$ cat src/hdl/sle_pkg.sv
// sle_pkg: shared types and constants of the serial line editor
// no dependencies; used by sle_line_ram, serial_line_editor and its checker
package sle_pkg;

  // default line buffer depth
  localparam int unsigned LINE_CAPACITY_DEF = 64;

  // field widths fixed by the interface
  localparam int unsigned CMD_W   = 2;
  localparam int unsigned BYTE_W  = 8;
  localparam int unsigned INDEX_W = 6;
  localparam int unsigned LEN_W   = 6;

  // configuration port
  localparam int unsigned APB_ADDR_W   = 3;
  localparam int unsigned APB_DATA_W   = 32;
  localparam logic        REG_ECHO_ENABLE = 1'b0;  // register select, paddr[2]

  // request commands
  typedef enum logic [CMD_W-1:0] {
    CMD_RX_BYTE   = 2'd0,
    CMD_READ_CHAR = 2'd1,
    CMD_RELEASE   = 2'd2
  } cmd_e;

  // terminal control characters
  localparam logic [BYTE_W-1:0] CHAR_CR    = 8'h0D;
  localparam logic [BYTE_W-1:0] CHAR_LF    = 8'h0A;
  localparam logic [BYTE_W-1:0] CHAR_BS    = 8'h08;
  localparam logic [BYTE_W-1:0] CHAR_DEL   = 8'h7F;
  localparam logic [BYTE_W-1:0] CHAR_SPACE = 8'h20;
  localparam logic [BYTE_W-1:0] CHAR_NUL   = 8'h00;

endpackage

$ cat src/hdl/serial_line_editor.sv
// serial_line_editor: top level, line editing state, echo sequencer, config register
// depends on sle_pkg and sle_line_ram
//
// usage
// - request channel (in_valid_i / in_stall_o) carries cmd_i, rx_data_i and read_index_i;
//   a request is taken at a clock edge with in_valid_i high and in_stall_o low
// - result channel (out_valid_o / out_stall_i) carries the echo byte, last_o and the
//   line status after the request; read_char_o holds the stored byte for a read
// - a received byte gives one to three results when echo is on (the echo sequence),
//   every other request gives exactly one result; last_o marks the final one
// - latency: first result is valid the cycle after the request is taken
// - throughput: one result per cycle unless the receiver stalls; a request is taken
//   in the same cycle as the final result of the previous one, so the cost of a
//   request is set by its echo sequence length through the single output register
// - the line state is updated when the request is taken; the store is an on-chip
//   ram with a registered read, written by ordinary bytes and read by read requests
// - when the receiver stalls, the pending result holds and in_stall_o stays high
// - reset clears length, ready and overflow flags, echo_enable and the result valid;
//   the store needs no clearing since reads stop at the line length
// - echo_enable (apb address 0) should only be written while the block is idle
module serial_line_editor #(
  parameter int unsigned LINE_CAPACITY = sle_pkg::LINE_CAPACITY_DEF
) (
  input  logic                          clk_i,
  input  logic                          rst_ni,
  // request channel
  input  logic                          in_valid_i,
  output logic                          in_stall_o,
  input  logic [sle_pkg::CMD_W-1:0]     cmd_i,
  input  logic [sle_pkg::BYTE_W-1:0]    rx_data_i,
  input  logic [sle_pkg::INDEX_W-1:0]   read_index_i,
  // result channel
  output logic                          out_valid_o,
  input  logic                          out_stall_i,
  output logic                          echo_valid_o,
  output logic [sle_pkg::BYTE_W-1:0]    echo_char_o,
  output logic                          last_o,
  output logic                          ready_flag_o,
  output logic                          overflow_flag_o,
  output logic [sle_pkg::LEN_W-1:0]     length_now_o,
  output logic [sle_pkg::BYTE_W-1:0]    read_char_o,
  // configuration port
  input  logic                          psel,
  input  logic                          penable,
  input  logic                          pwrite,
  input  logic [sle_pkg::APB_ADDR_W-1:0] paddr,
  input  logic [sle_pkg::APB_DATA_W-1:0] pwdata,
  output logic [sle_pkg::APB_DATA_W-1:0] prdata,
  output logic                          pready
);
  import sle_pkg::*;

  // count is at most LINE_CAPACITY-1, so clog2 bits hold it and also address the store
  localparam int unsigned CNT_W = $clog2(LINE_CAPACITY);
  // common width for comparing the read index against the count
  localparam int unsigned CMP_W = (CNT_W > INDEX_W) ? CNT_W : INDEX_W;
  localparam logic [CNT_W-1:0] CNT_LIMIT = CNT_W'(LINE_CAPACITY - 1);

  // ---------------------------------------------------------------------------
  // configuration register
  // ---------------------------------------------------------------------------
  logic echo_en_q;
  logic cfg_wr;

  assign pready = 1'b1;
  assign cfg_wr = psel && penable && pwrite && pready;

  always_ff @(posedge clk_i or negedge rst_ni) begin
    if (!rst_ni) begin
      echo_en_q <= 1'b0;
    end else if (cfg_wr && (paddr[2] == REG_ECHO_ENABLE)) begin
      echo_en_q <= pwdata[0];
    end
  end

  // low address bits are byte lanes within the word
  assign prdata = (paddr[2] == REG_ECHO_ENABLE) ? APB_DATA_W'(echo_en_q) : '0;

  // ---------------------------------------------------------------------------
  // handshake
  // ---------------------------------------------------------------------------
  logic             out_valid_q;
  logic [1:0]       left_q;       // results still to follow the one shown
  logic             in_acc;
  logic             out_acc;

  assign out_acc    = out_valid_q && !out_stall_i;
  // a new request may enter while the final result of the previous one leaves
  assign in_stall_o = out_valid_q && (out_stall_i || (left_q != 2'd0));
  assign in_acc     = in_valid_i && !in_stall_o;

  // ---------------------------------------------------------------------------
  // line state and next-state logic
  // ---------------------------------------------------------------------------
  logic [CNT_W-1:0]  cnt_q, cnt_d;
  logic              done_q, done_d;
  logic              long_q, long_d;

  logic [1:0]        n_echo;      // length of echo sequence, 0 when nothing echoed
  logic [BYTE_W-1:0] seq0, seq1, seq2;
  logic              wr_en;
  logic              rd_ok_d;
  logic [CMP_W-1:0]  idx_ext;
  logic [CMP_W-1:0]  cnt_ext;
  logic [CMP_W-1:0]  cnt_d_ext;

  assign idx_ext   = CMP_W'(read_index_i);
  assign cnt_ext   = CMP_W'(cnt_q);
  assign cnt_d_ext = CMP_W'(cnt_d);

  always_comb begin
    cnt_d   = cnt_q;
    done_d  = done_q;
    long_d  = long_q;
    n_echo  = 2'd0;
    seq0    = CHAR_NUL;
    seq1    = CHAR_NUL;
    seq2    = CHAR_NUL;
    wr_en   = 1'b0;
    rd_ok_d = 1'b0;
    unique case (cmd_e'(cmd_i))
      CMD_RX_BYTE: begin
        // bytes are dropped while a finished line waits
        if (!done_q) begin
          case (rx_data_i) inside
            CHAR_CR, CHAR_LF: begin
              // empty terminator is ignored
              if ((cnt_q != '0) || long_q) begin
                done_d = 1'b1;
                n_echo = 2'd2;
                seq0   = CHAR_CR;
                seq1   = CHAR_LF;
              end
            end
            CHAR_BS, CHAR_DEL: begin
              if (long_q || (cnt_q != '0)) begin
                // overflow is cleared first, then characters
                if (long_q) begin
                  long_d = 1'b0;
                end else begin
                  cnt_d = CNT_W'(cnt_q - 1'b1);
                end
                n_echo = 2'd3;
                seq0   = CHAR_BS;
                seq1   = CHAR_SPACE;
                seq2   = CHAR_BS;
              end
            end
            default: begin
              if (cnt_q < CNT_LIMIT) begin
                wr_en  = 1'b1;
                cnt_d  = CNT_W'(cnt_q + 1'b1);
                n_echo = 2'd1;
                seq0   = rx_data_i;
              end else begin
                long_d = 1'b1;
              end
            end
          endcase
        end
      end
      CMD_READ_CHAR: begin
        // count never exceeds capacity-1, so this also bounds the store address
        rd_ok_d = idx_ext < cnt_ext;
      end
      CMD_RELEASE: begin
        if (done_q) begin
          cnt_d  = '0;
          done_d = 1'b0;
          long_d = 1'b0;
        end
      end
      default: begin
        // unused command reports status only
      end
    endcase
  end

  always_ff @(posedge clk_i or negedge rst_ni) begin
    if (!rst_ni) begin
      cnt_q  <= '0;
      done_q <= 1'b0;
      long_q <= 1'b0;
    end else if (in_acc) begin
      cnt_q  <= cnt_d;
      done_q <= done_d;
      long_q <= long_d;
    end
  end

  // ---------------------------------------------------------------------------
  // line store
  // ---------------------------------------------------------------------------
  logic [BYTE_W-1:0] rd_data;

  sle_line_ram #(
    .DEPTH  (LINE_CAPACITY),
    .ADDR_W (CNT_W)
  ) u_line_ram (
    .clk_i   (clk_i),
    .we_i    (in_acc && wr_en),
    .waddr_i (cnt_q),
    .wdata_i (rx_data_i),
    .re_i    (in_acc),
    .raddr_i (idx_ext[CNT_W-1:0]),
    .rdata_o (rd_data)
  );

  // ---------------------------------------------------------------------------
  // result register and echo sequencer
  // ---------------------------------------------------------------------------
  logic              echo_valid_q;
  logic [BYTE_W-1:0] echo_char_q;
  logic [BYTE_W-1:0] buf1_q, buf2_q;
  logic              ready_q, ovf_q;
  logic [LEN_W-1:0]  len_q;
  logic              rd_ok_q;
  logic              echo_on;

  // with echo off or nothing to echo, a single silent result
  assign echo_on = echo_en_q && (n_echo != 2'd0);

  always_ff @(posedge clk_i or negedge rst_ni) begin
    if (!rst_ni) begin
      out_valid_q <= 1'b0;
      left_q      <= 2'd0;
    end else if (in_acc) begin
      out_valid_q <= 1'b1;
      left_q      <= echo_on ? 2'(n_echo - 2'd1) : 2'd0;
    end else if (out_acc) begin
      if (left_q != 2'd0) begin
        left_q <= 2'(left_q - 2'd1);
      end else begin
        out_valid_q <= 1'b0;
      end
    end
  end

  always_ff @(posedge clk_i) begin
    if (in_acc) begin
      echo_valid_q <= echo_on;
      echo_char_q  <= echo_on ? seq0 : CHAR_NUL;
      buf1_q       <= seq1;
      buf2_q       <= seq2;
      ready_q      <= done_d;
      ovf_q        <= long_d;
      len_q        <= cnt_d_ext[LEN_W-1:0];
      rd_ok_q      <= rd_ok_d;
    end else if (out_acc && (left_q != 2'd0)) begin
      // next byte of the echo sequence
      echo_char_q <= buf1_q;
      buf1_q      <= buf2_q;
    end
  end

  assign out_valid_o     = out_valid_q;
  assign echo_valid_o    = echo_valid_q;
  assign echo_char_o     = echo_char_q;
  assign last_o          = (left_q == 2'd0);
  assign ready_flag_o    = ready_q;
  assign overflow_flag_o = ovf_q;
  assign length_now_o    = len_q;
  assign read_char_o     = rd_ok_q ? rd_data : CHAR_NUL;

endmodule

$ cat src/hdl/sle_line_ram.sv
// sle_line_ram: line character store, one write port and one registered read port
// depends on sle_pkg
module sle_line_ram #(
  parameter int unsigned DEPTH  = sle_pkg::LINE_CAPACITY_DEF,
  parameter int unsigned ADDR_W = $clog2(sle_pkg::LINE_CAPACITY_DEF)
) (
  input  logic                       clk_i,
  input  logic                       we_i,
  input  logic [ADDR_W-1:0]          waddr_i,
  input  logic [sle_pkg::BYTE_W-1:0] wdata_i,
  input  logic                       re_i,
  input  logic [ADDR_W-1:0]          raddr_i,
  output logic [sle_pkg::BYTE_W-1:0] rdata_o
);
  import sle_pkg::*;

  logic [BYTE_W-1:0] mem [DEPTH];
  logic [BYTE_W-1:0] rdata_q;

  always_ff @(posedge clk_i) begin
    if (we_i) begin
      mem[waddr_i] <= wdata_i;
    end
  end

  always_ff @(posedge clk_i) begin
    if (re_i) begin
      rdata_q <= mem[raddr_i];
    end
  end

  assign rdata_o = rdata_q;

endmodule

$ cat config.mk
export PLATFORM = sky130hd
export DESIGN_NAME = serial_line_editor
export DESIGN_NICKNAME = d
export VERILOG_FILES = /design/src/hdl/sle_pkg.sv /design/src/hdl/serial_line_editor.sv /design/src/hdl/sle_line_ram.sv
export SDC_FILE = /design/constraint.sdc
export NUM_CORES = 1
export LEC_CHECK = 0
export BUFFER_PORTS_ARGS = -buffer_cell sky130_fd_sc_hd__buf_2
export CORE_UTILIZATION = 35
export CTS_BUF_LIST = sky130_fd_sc_hd__clkbuf_4
export CTS_CLUSTER_DIAMETER = 80
export DETAILED_ROUTE_END_ITERATION = 7
export GPL_TIMING_DRIVEN = 0
export PLACE_DENSITY_LB_ADDON = 0.2
export SETUP_SLACK_MARGIN = 0.2
export SYNTH_ARGS = -nofsm -noshare
export SYNTH_HDL_FRONTEND = slang
export SYNTH_SLANG_ARGS = --single-unit
$ cat constraint.sdc
create_clock -name clk_i -period 2.7 [get_ports clk_i]
set_input_delay 0.54 -clock clk_i [delete_from_list [all_inputs] [get_ports clk_i]]
set_output_delay 0.54 -clock clk_i [all_outputs]
set_load 0.005 [all_outputs]
==> qor.csv, run 1 <==
stage,metric,value,unit
run_status,status,finished clean,
global_routing,initial antenna violation count,9,
worst_setup_path,r2r setup slk,0.25,ns
clock_tree,TritonCTS buffer count,147,
floorplan,Std-Cell Rows,92,
worst_setup_path,CP arrival,3.19,ns
worst_setup_path,worst path cell trace,"buf_2, buf_2, clkbuf_1, mux4_2, mux2i_1, o22ai_1, a21oi_1, o21ai_0",
yosys,part of the Yosys area used for sequential elements,0.733,
cells_and_area,Util after Layout,0.451,
cells_and_area,"most common cell after layout, fill and taps aside",edfxtp_1,
global_routing,vias in the first global route,13700,
placed_design,pre-CTS setup slack,-2.50,ns
worst_setup_path,CP max FO,10,
worst_setup_path,Worst EP required,3.35,ns
yosys,Post-Syn Instances,1210,
detailed_routing,drt first pass iters,5,
floorplan,die height,256,µm
placed_design,gpl congestion,0.884,
timing,Max Clock Freq,0.393,GHz
clock_tree,clk root buf,clkbuf_4,
power_and_ir_drop,combinational share of power,0.144,
power_and_ir_drop,peak supply drop,0.357,mV
clock_tree,Sink Count,554,
cells_and_area,layout cells sized above 1,0.431,
detailed_routing,DR vias/cell,5.41,
yosys,post-synth cell types,64,
yosys,Synth Flop Type,edfxtp_1,
yosys,mapped cell area,22600,µm²
timing,fin crit period,2.54,ns
yosys,fraction of registers with async set/reset,0.0217,
floorplan,CORE AREA,63400,µm²
global_routing,Global Route Usage Sum,0.215,
power_and_ir_drop,part of the power in registers,0.486,
power_and_ir_drop,pwr/cell area,707,nW/µm²
timing,Finish-stage setup viols,0,
placed_design,DP HPWL,39.4,mm
worst_setup_path,CP top delay family,buffers and inverters,
clock_tree,H-tree depth,4,
yosys,Syn. warnings,0,
floorplan,Die X,256,µm
timing,Max Slew Vio Count,0,
worst_setup_path,crit path capture type,flip-flop,
cells_and_area,Area Overhead vs Synth,26.5,%
timing,setup ws final,0.158,ns
global_routing,gr ovfl total,0,
cells_and_area,"commonest cells after routing, fill and taps aside","edfxtp_1 (542), clkbuf_4 (216), mux4_2 (132)",
cells_and_area,Final nets,1630,
floorplan,IO Count,119,
detailed_routing,Routed Antenna Nets,0,
yosys,Post-synth EDFFs,542,
timing,Tightest Pin Transition,1.09,ns
timing,fin crit share,0.941,
floorplan,overall die area,65600,µm²
global_routing,largest net degree at the start of global routing,70,
worst_setup_path,"most used cell, CP",buf_2,
detailed_routing,DRC Markers,0,
detailed_routing,DRT iter0 DRCs,1450,
worst_setup_path,worst setup path category,primary input to flip-flop,
detailed_routing,total number of vias,13600,
power_and_ir_drop,switching fraction of total power,0.265,
timing,final hold viol count,0,
power_and_ir_drop,switching power,0.00535,W
power_and_ir_drop,static leakage,9.57,nW
cells_and_area,Layout Cells excl Fill,2503,
placed_design,placed cell area,24100,µm²
clock_tree,"CTS clk-pin slew, worst paths",0.06,ns
worst_setup_path,Critical Path Max Stage Delay,0.84,ns
power_and_ir_drop,clock share of power,0.371,
cells_and_area,final instance area,28600,µm²
power_and_ir_drop,P_int,0.0148,W
worst_setup_path,Startpoint Class,primary input,
yosys,Synth Register Bits,554,
worst_setup_path,CP max-delay cell,clkbuf_1,
clock_tree,worst skew pair latency,0.99,ns
timing,Slew Limit Headroom,0.275,
placed_design,IO buf count,52,
yosys,syn_area_per_cell,18.7,µm²
global_routing,first-pass GRT wire length,98.6,mm
hold_path,Hold Path Class,primary input to flip-flop,
timing,Final Skew,0.0739,ns
detailed_routing,routed len/inst,27.7,µm
worst_setup_path,WP buf/inv,3,
job,Max Cap Viol,0,
clock_tree,Clock Tree Buf Depth,3,
floorplan,starting density of the core,0.356,
placed_design,placed cell count,2138,
detailed_routing,final wirelength,69.4,mm
timing,RSZ-0062 raised after global routing,yes,
clock_tree,TritonCTS clock tree,yes,
## registers in the layout, indices dropped and copies added (netlist names)
register / cells
echo_valid_o: 1
cnt_ext: 6
echo_char_o: 8
out_valid_o: 1
ready_flag_o: 1
length_now_o: 6
u_line_ram.mem: 512
done_q: 1
rd_ok_q: 1
echo_en_q: 1
u_line_ram.rdata_o: 8
long_q: 1
buf2_q: 1
left_q: 2
buf1_q: 3
overflow_flag_o: 1
## path summary, 6_finish.rpt
| check | startpoint | endpoint | cells after the start |
|---|---|---|---|
| max | read_index_i[2] | u_line_ram.rdata_o[4]$_DFFE_PP_ | 8 |
| min | rx_data_i[0] | u_line_ram.mem[63][0]$_DFFE_PP_ | 1 |
| max reg2reg | left_q[1]$_DFFE_PN0P_ | echo_char_o[1]$_DFFE_PP_ | 7 |
| min reg2reg | buf1_q[3]$_DFFE_PP_ | echo_char_o[3]$_DFFE_PP_ | 2 |
| max in group asynchronous | rst_ni | left_q[0]$_DFFE_PN0P_ | 3 |
| min in group asynchronous | rst_ni | done_q$_DFFE_PN0P_ | 3 |
## synth_stat cells, types with 5 or more instances
cell type | number | area [µm²]
ha_1 | 9 | 113
a22oi_1 | 6 | 45.0
mux4_2 | 132 | 2970
and2_1 | 12 | 75.1
o21ai_0 | 31 | 155
dfrtp_1 | 12 | 300
nor3_1 | 12 | 60.1
edfxtp_1 | 542 | 16300
nor2_1 | 100 | 375
or3_1 | 5 | 31.3
o211ai_1 | 6 | 45.0
clkbuf_1 | 17 | 63.8
nand2b_1 | 10 | 62.6
o22ai_1 | 6 | 37.5
mux2i_1 | 29 | 290
nor2b_1 | 12 | 75.1
nand3_1 | 28 | 140
a22o_1 | 6 | 52.6
inv_1 | 16 | 60.1
a31oi_1 | 9 | 56.3
nand2_1 | 57 | 214
a21o_1 | 6 | 45.0
buf_2 | 20 | 100
buf_4 | 41 | 308
a21oi_1 | 18 | 90.1
## cell type report
cell class,count,area [µm²]
Multi-Input combinational cell,585,6400
Buffer,84,552
Timing Repair Buffer,174,2050
Antenna cell,2,5.00
Sequential cell,554,16600
Clock inverter,26,256
Fill cell,5490,34800
Clock buffer,215,1610
Inverter,17,71.3
Tap cell,846,1060
## metrics by stage
stage,power (W),TNS (ns),hold slack [ns]
global placement,0.0121,-1145.85,0.463
floorplan,0.0112,0,0.244
CTS,0.0202,0,0.000847
detailed placement,0.0121,-1205.23,0.469
finish,0.0202,0,0.0620
global route,0.0210,0,0.0178
## layer usage
layer,part of all wire,vias up,wire (µm),track usage
met2,0.48,645,33600,0.346
met3,0.076,137,5270,0.0455
met4,0.034,0,2330,0.0842
met1,0.41,7105,28200,0.284
li1,-,5665,-,-
met5,0,-,0,0
## power groups by stage
stage / Sequential, W / Clock [W] / Combinational (W)
2_1_floorplan: 0.00996 / 0 / 0.00127
3_3_place_gp: 0.00999 / 0 / 0.00209
3_5_place_dp: 0.00999 / 0 / 0.00211
4_1_cts: 0.00980 / 0.00767 / 0.00277
5_1_grt: 0.00982 / 0.00806 / 0.00307
6_report: 0.00981 / 0.00748 / 0.00290
## what timing repair did
item                       in CTS  in global routing
setup buffers                  76                 12
hold endpoints to repair      163                  0
gates resized for setup       217                 21
setup endpoints to repair     542                445
gates cloned                    0                  0
pin swaps                      54                 11
hold buffers                   34                  0
## worst register-to-register path: stages, from the launching register on
cell      delay [ns]
dfrtp_1         0.36
inv_2           0.05
ha_4            0.15
nor2b_4         0.12
buf_4           0.13
o21ai_2         0.41
clkbuf_1        0.43
nand2_1         0.43
## logic make-up after synthesis
logic type                 count (synthesis)  synth area share
DFF                                      554             0.733
and+or+nand+nor                          255            0.0524
muxes                                    164             0.146
AOI/OAI and AO/OA                        123            0.0368
buffers and inverters                    101            0.0254
adders and majority gates                  9           0.00498
other                                      2          0.000332
xor gates and xnor gates                   2          0.000775
Note: power is estimated with default switching activity, not from simulation.
==> run 2: changes to the inputs <==
Settings changed: REMOVE_ABC_BUFFERS from default to 1.
==> run 2 against run 1 <==
  * Via count down 3.0%
  * Utilization down 0.30 points
  * Clock power up 3.2%
  * Clock skew down 0.020 ns
  * Setup slack better by 0.055 ns
  * Fmax up 2.2%
  * Sequential power up 0.7%
  * Global-route usage down 1.5 points
  * First-iteration DRC count down 20%
  * Total power about the same
  * Non-clock buffer count down 48
  * Critical path type unchanged
  * Highest routed layer unchanged
==> qor.csv, run 2 (synthesis gave the netlist of run 1 again) <==
stage,metric,value,unit,change
run_status,status,finished clean,,unchanged
clock_tree,clk root buf,clkbuf_4,,unchanged
detailed_routing,DRC Markers,0,,unchanged
timing,final hold viol count,0,,unchanged
floorplan,Die X,256,µm,unchanged
timing,Slew Limit Headroom,0.158,,was 0.275
clock_tree,TritonCTS clock tree,yes,,unchanged
clock_tree,"CTS clk-pin slew, worst paths",0.07,ns,was 0.06 ns
cells_and_area,"most common cell after layout, fill and taps aside",edfxtp_1,,unchanged
timing,fin crit share,0.921,,was 0.941
worst_setup_path,r2r setup slk,0.25,ns,about the same
clock_tree,worst skew pair latency,0.98,ns,was 0.99 ns
detailed_routing,drt first pass iters,5,,unchanged
worst_setup_path,worst setup path category,primary input to flip-flop,,unchanged
hold_path,Hold Path Class,primary input to flip-flop,,unchanged
floorplan,die height,256,µm,unchanged
global_routing,largest net degree at the start of global routing,71,,was 70
timing,fin crit period,2.49,ns,was 2.54 ns
floorplan,IO Count,119,,unchanged
cells_and_area,number of flip-flops in the largest register,512,,unchanged
worst_setup_path,Startpoint Class,primary input,,unchanged
timing,Max Clock Freq,0.402,GHz,was 0.393 GHz
floorplan,Std-Cell Rows,92,,unchanged
detailed_routing,DRT iter0 DRCs,1165,,was 1450
global_routing,Global Route Usage Sum,0.200,,was 0.215
cells_and_area,layout cells sized above 1,0.418,,was 0.431
clock_tree,Sink Count,554,,unchanged
worst_setup_path,crit path capture type,flip-flop,,unchanged
worst_setup_path,R2R depth,11,,was 7
worst_setup_path,worst setup path startpoint,read_index_i[3],,was read_index_i[2]
global_routing,first-pass GRT wire length,93.3,mm,was 98.6 mm
global_routing,vias in the first global route,13600,,was 13700
worst_setup_path,worst reg2reg endpoint,echo_char_o[6]$_SDFFCE_PP0P_,,was echo_char_o[1]$_DFFE_PP_
cells_and_area,Util after Layout,0.448,,was 0.451
job,Max Cap Viol,0,,unchanged
worst_setup_path,Worst EP required,3.37,ns,was 3.35 ns
floorplan,CORE AREA,63400,µm²,unchanged
detailed_routing,DR vias/cell,5.31,,was 5.41
worst_setup_path,worst reg2reg startpoint,cnt_ext[0]$_DFFE_PN0P_,,was left_q[1]$_DFFE_PN0P_
power_and_ir_drop,peak supply drop,0.392,mV,was 0.357 mV
placed_design,gpl congestion,0.821,,was 0.884
clock_tree,TritonCTS buffer count,148,,was 147
placed_design,IO buf count,53,,was 52
global_routing,met3 global-route usage,0.0456,,was 0.0455
floorplan,overall die area,65600,µm²,unchanged
timing,Final Skew,0.0536,ns,was 0.0739 ns
cells_and_area,"commonest cells after routing, fill and taps aside","edfxtp_1 (542), clkbuf_4 (231), mux4_2 (132)",,"was edfxtp_1 (542), clkbuf_4 (216), mux4_2 (132)"
cells_and_area,Final nets,1584,,was 1630
cells_and_area,final instance area,28400,µm²,was 28600 µm²
detailed_routing,total number of vias,13200,,was 13600
detailed_routing,Routed Antenna Nets,0,,unchanged
worst_setup_path,CP arrival,3.16,ns,was 3.19 ns
worst_setup_path,CP max FO,20,,was 10
clock_tree,Clock Tree Buf Depth,3,,unchanged
timing,TNS Setup,0,ns,unchanged
global_routing,GR Layer Usage met1,0.288,,was 0.284
detailed_routing,routed len/inst,26.4,µm,was 27.7 µm
power_and_ir_drop,pwr/cell area,712,nW/µm²,was 707 nW/µm²
timing,RSZ-0062 raised after global routing,yes,,unchanged
detailed_routing,final wirelength,65.4,mm,was 69.4 mm
global_routing,gr ovfl total,0,,unchanged
placed_design,DP HPWL,32.2,mm,was 39.4 mm
cells_and_area,Area Overhead vs Synth,25.6,%,was 26.5%
timing,Max Slew Vio Count,0,,unchanged
hold_path,WHS Endpoint,u_line_ram.mem[49][7]$_DFFE_PP_,,was u_line_ram.mem[63][0]$_DFFE_PP_
cells_and_area,register with the most flip-flops,u_line_ram.mem,,unchanged
global_routing,initial antenna violation count,8,,was 9
global_routing,Global Route met2 Usage,0.298,,was 0.346
clock_tree,H-tree depth,4,,unchanged
global_routing,Top Usage Layer GRT,met2,,unchanged
floorplan,starting density of the core,0.356,,unchanged
placed_design,placed cell area,23600,µm²,was 24100 µm²
hold_path,Hold Startpoint,rx_data_i[7],,was rx_data_i[0]
power_and_ir_drop,static leakage,9.42,nW,was 9.57 nW
timing,Finish-stage setup viols,0,,unchanged
timing,Tightest Pin Transition,1.26,ns,was 1.09 ns
hold_path,hold depth,1,,unchanged
[run 2: cell count changes in the layout (fill, tap and decap cells not counted), moves of 5 or more]
cell	previous run	this run
and2_1	4	12
and2_4	8	0
buf_2	52	41
buf_4	88	70
clkbuf_1	14	0
clkbuf_4	216	231
dfrtp_1	12	6
dfrtp_2	0	6
diode_2	2	7
dlygate4sd3_1	22	27
[run 2: what timing repair did]
action / CTS / global route
pin swaps: 64 / 6
setup endpoints to repair: 568 / 361
resized for setup: 198 / 18
gates cloned: 0 / 2
hold buffers: 33 / 2
buffers inserted: 107 / 11
endpoints found under the hold margin: 93 / 61
[run 2: per-layer routing]
layer  wire length [µm]  part of all wire
met5                  0                 0
met4               1190             0.018
met3               4700             0.072
met2              30000              0.46
met1              29500              0.45
[run 2: area by class of cell]
type,count,area (µm²)
diodes,7,17.5
well taps,846,1060
inverters,17,70.1
flip-flops and latches,554,16600
fillers,5547,35000
clock inverters,25,209
clock buffers,231,1730
repair buffers,210,2380
multi-input cells,585,6340
repair inverters,1,5.00
[run 2: worst max path at each step]
stage	slack, ns	endpoint	cells past startpoint
floorplan	-0.17	echo_char_o[1]$_DFFE_PP_	11
global placement	-3.27	u_line_ram.rdata_o[3]$_DFFE_PP_	7
detailed placement	-2.52	u_line_ram.mem[51][1]$_DFFE_PP_	7
CTS	0.09	in_stall_o	6
global route	0.09	in_stall_o	6
finish	0.21	u_line_ram.rdata_o[6]$_DFFE_PP_	5
[run 2: through the flow]
stage | hold WS [ns] | total power, W | setup slack [ns] | cells
finish | 0.0606 | 0.0202 | 0.214 | 2476
detailed placement | 0.455 | 0.0119 | -2.52 | 2058
CTS | 0.00454 | 0.0202 | 0.0923 | 2454
global route | 0.00268 | 0.0211 | 0.0904 | 2473
floorplan | 0.244 | 0.0110 | -0.168 | 1156
global placement | 0.456 | 0.0119 | -3.27 | 2055
[run 2: critical path, stage by stage]
cell,delay (ns)
buf_2,0.63
clkinvlp_2,1.02
o32a_1,0.62
o211ai_1,0.17
o22ai_1,0.16
[run 2: report_power, final]
part	total, W	internal, W	switching, W
clock network	0.00772	0.00424	0.00348
registers	0.00988	0.00970	0.000185
logic	0.00261	0.000953	0.00166
total	0.0202	0.0149	0.00532
==> run 3: changes to the inputs <==
Settings changed: RECOVER_POWER from default to 50.
==> run 3 against run 2 <==
  * The flow now finishes with violations (capacitance limit, slew limit)
  * Total power fell by 0.28%
  * Final area fell by 0.62%
  * Fmax fell by 0.87%
  * Sequential cell count did not move
  * Clock skew fell by 0.0098 ns
==> qor.csv, run 3 (synthesis gave the netlist of run 1 again) <==
stage,metric,value,unit,change
run_status,status,"complete, but fails checks",,was finished clean
run_status,violated checks,"capacitance limit, slew limit",,
placed_design,IO buf count,53,,unchanged
global_routing,largest net degree at the start of global routing,71,,unchanged
floorplan,overall die area,65600,µm²,unchanged
cells_and_area,Final nets,1584,,unchanged
cells_and_area,Fill cells,5573,,was 5547
placed_design,placed cell count,2058,,unchanged
clock_tree,worst skew pair latency,0.97,ns,was 0.98 ns
global_routing,Global Route Usage Sum,0.200,,unchanged
clock_tree,H-tree depth,4,,unchanged
cells_and_area,number of flip-flops in the largest register,512,,unchanged
detailed_routing,final wirelength,65.3,mm,was 65.4 mm
clock_tree,Sink Count,554,,unchanged
timing,Max Slew Vio Count,239,,was 0
power_and_ir_drop,pwr/cell area,714,nW/µm²,was 712 nW/µm²
power_and_ir_drop,peak supply drop,0.390,mV,was 0.392 mV
worst_setup_path,CP max FO,2,,was 20
cells_and_area,"commonest cells after routing, fill and taps aside","edfxtp_1 (542), clkbuf_4 (231), mux4_2 (132)",,unchanged
clock_tree,Clock Tree Buf Depth,3,,unchanged
worst_setup_path,CP arrival,1.97,ns,was 3.16 ns
detailed_routing,total number of vias,13200,,about the same
detailed_routing,Routed Antenna Nets,0,,unchanged
clock_tree,TritonCTS buffer count,148,,unchanged
placed_design,DP HPWL,32.2,mm,unchanged
power_and_ir_drop,switching power,0.00530,W,was 0.00532 W
worst_setup_path,worst setup path category,flip-flop to primary output,,was primary input to flip-flop
floorplan,starting density of the core,0.356,,unchanged
worst_setup_path,Startpoint Class,flip-flop,,was primary input
clock_tree,clk root buf,clkbuf_4,,unchanged
floorplan,IO Count,119,,unchanged
timing,Finish-stage setup viols,0,,unchanged
cells_and_area,register with the most flip-flops,u_line_ram.mem,,unchanged
detailed_routing,DRC Markers,0,,unchanged
detailed_routing,DR vias/cell,5.34,,was 5.31
detailed_routing,DRT iter0 DRCs,1232,,was 1165
detailed_routing,routed len/inst,26.4,µm,about the same
cells_and_area,"most common cell after layout, fill and taps aside",edfxtp_1,,unchanged
cells_and_area,Area Overhead vs Synth,24.8,%,was 25.6%
cells_and_area,Util after Layout,0.445,,was 0.448
clock_tree,"CTS clk-pin slew, worst paths",0.06,ns,was 0.07 ns
worst_setup_path,Worst EP required,2.16,ns,was 3.37 ns
floorplan,Die X,256,µm,unchanged
global_routing,initial antenna violation count,7,,was 8
floorplan,die height,256,µm,unchanged
timing,final hold viol count,0,,unchanged
power_and_ir_drop,final total power,0.0202,W,about the same
timing,fin crit period,2.51,ns,was 2.49 ns
power_and_ir_drop,static leakage,9.32,nW,was 9.42 nW
placed_design,gpl congestion,0.821,,unchanged
timing,Max Clock Freq,0.399,GHz,was 0.402 GHz
global_routing,gr ovfl total,0,,unchanged
power_and_ir_drop,clock share of power,0.382,,about the same
global_routing,vias in the first global route,13600,,unchanged
power_and_ir_drop,switching fraction of total power,0.263,,about the same
global_routing,first-pass GRT wire length,93.3,mm,unchanged
power_and_ir_drop,combinational share of power,0.127,,was 0.129
floorplan,Std-Cell Rows,92,,unchanged
cells_and_area,Layout Cells excl Fill,2473,,was 2476
hold_path,Hold Path Class,primary input to flip-flop,,unchanged
floorplan,CORE AREA,63400,µm²,unchanged
clock_tree,TritonCTS clock tree,yes,,unchanged
timing,Slew Limit Headroom,-0.489,,was 0.158
detailed_routing,drt first pass iters,5,,unchanged
cells_and_area,layout cells sized above 1,0.404,,was 0.418
worst_setup_path,crit path capture type,primary output,,was flip-flop
timing,RSZ-0062 raised after global routing,yes,,unchanged
power_and_ir_drop,part of the power in registers,0.491,,was 0.489
power_and_ir_drop,P_int,0.0149,W,about the same
timing,Tightest Pin Transition,2.23,ns,was 1.26 ns
timing,fin crit share,0.929,,was 0.921
timing,Final Skew,0.0439,ns,was 0.0536 ns
job,Max Cap Viol,7,,was 0
## run 3: cell types whose count changed in the layout (fill, tap and decap cells not counted), moves of 3 or more
cell      delta
clkbuf_1    +19
buf_2       -12
buf_12       -7
diode_2      -3
## run 3: what timing repair did
action / in CTS / in global routing
gates cloned: 0 / 2
endpoints found under the setup margin: 568 / 361
resized for setup: 198 / 18
setup buffers: 107 / 11
pin swaps: 64 / 6
endpoints found under the hold margin: 93 / 61
hold buffers: 33 / 2
## run 3: power by group through the flow
stage               sequential (W)  clock (W)  combinational [W]
global route               0.00991    0.00837            0.00274
floorplan                   0.0100          0            0.00100
finish                     0.00989    0.00771            0.00256
global placement            0.0101          0            0.00186
detailed placement          0.0101          0            0.00185
CTS                        0.00988    0.00788            0.00243
## run 3: layout make-up
cell class | instances | area, µm² | area share
Timing Repair inverter | 1 | 5.00 | 0.000177
Clock buffer | 231 | 1730 | 0.0615
Sequential cell | 554 | 16600 | 0.588
Inverter | 17 | 70.1 | 0.00248
Clock inverter | 25 | 209 | 0.00741
Timing Repair Buffer | 210 | 2220 | 0.0788
Multi-Input combinational cell | 585 | 6320 | 0.224
Antenna cell | 4 | 10.0 | 0.000355
Tap cell | 846 | 1060 | 0.0375
## run 3: final timing paths
check | from | endpoint | slack (ns) | depth (start not counted)
hold reg to reg | buf2_q[3]$_SDFFCE_PP0P_ | buf1_q[3]$_DFFE_PP_ | 0.53 | 1
setup / recovery | left_q[0]$_DFFE_PN0P_ | in_stall_o | 0.19 | 6
setup reg to reg | cnt_ext[0]$_DFFE_PN0P_ | echo_char_o[6]$_SDFFCE_PP0P_ | 0.20 | 11
min in group asynchronous | rst_ni | cnt_ext[4]$_DFFE_PN0P_ | 0.67 | 3
hold / removal | rx_data_i[7] | u_line_ram.mem[38][7]$_DFFE_PP_ | 0.07 | 1
max in group asynchronous | rst_ni | cnt_ext[3]$_DFFE_PN0P_ | 1.57 | 3
## run 3: metal layers
layer  global-route usage  share of wire  vias to the layer above
met2                0.298           0.46                      576
li1                     -              -                     5583
met3               0.0456          0.080                       87
met1                0.288           0.44                     6955
met5                    0              0                        -
met4               0.0664          0.019                        0
## run 3: critical path: stages, from the launching register on
cell and delay (ns):
dfrtp_1 0.37, inv_2 0.06, ha_1 0.17, nor2b_4 0.16, nand2b_4 0.13, inv_2 0.04, buf_6 0.10
## run 3: through the flow
stage	setup slack (ns)	setup TNS (ns)	hold slack (ns)	instance area, µm²
2_1_floorplan	-0.168	-0.831	0.244	22200
3_3_place_gp	-3.27	-1151.06	0.456	23500
3_5_place_dp	-2.52	-1189.26	0.455	23600
4_1_cts	0.0923	0	0.00454	28100
5_1_grt	0.0576	0	0.00268	28200
6_report	0.192	0	0.0698	28200
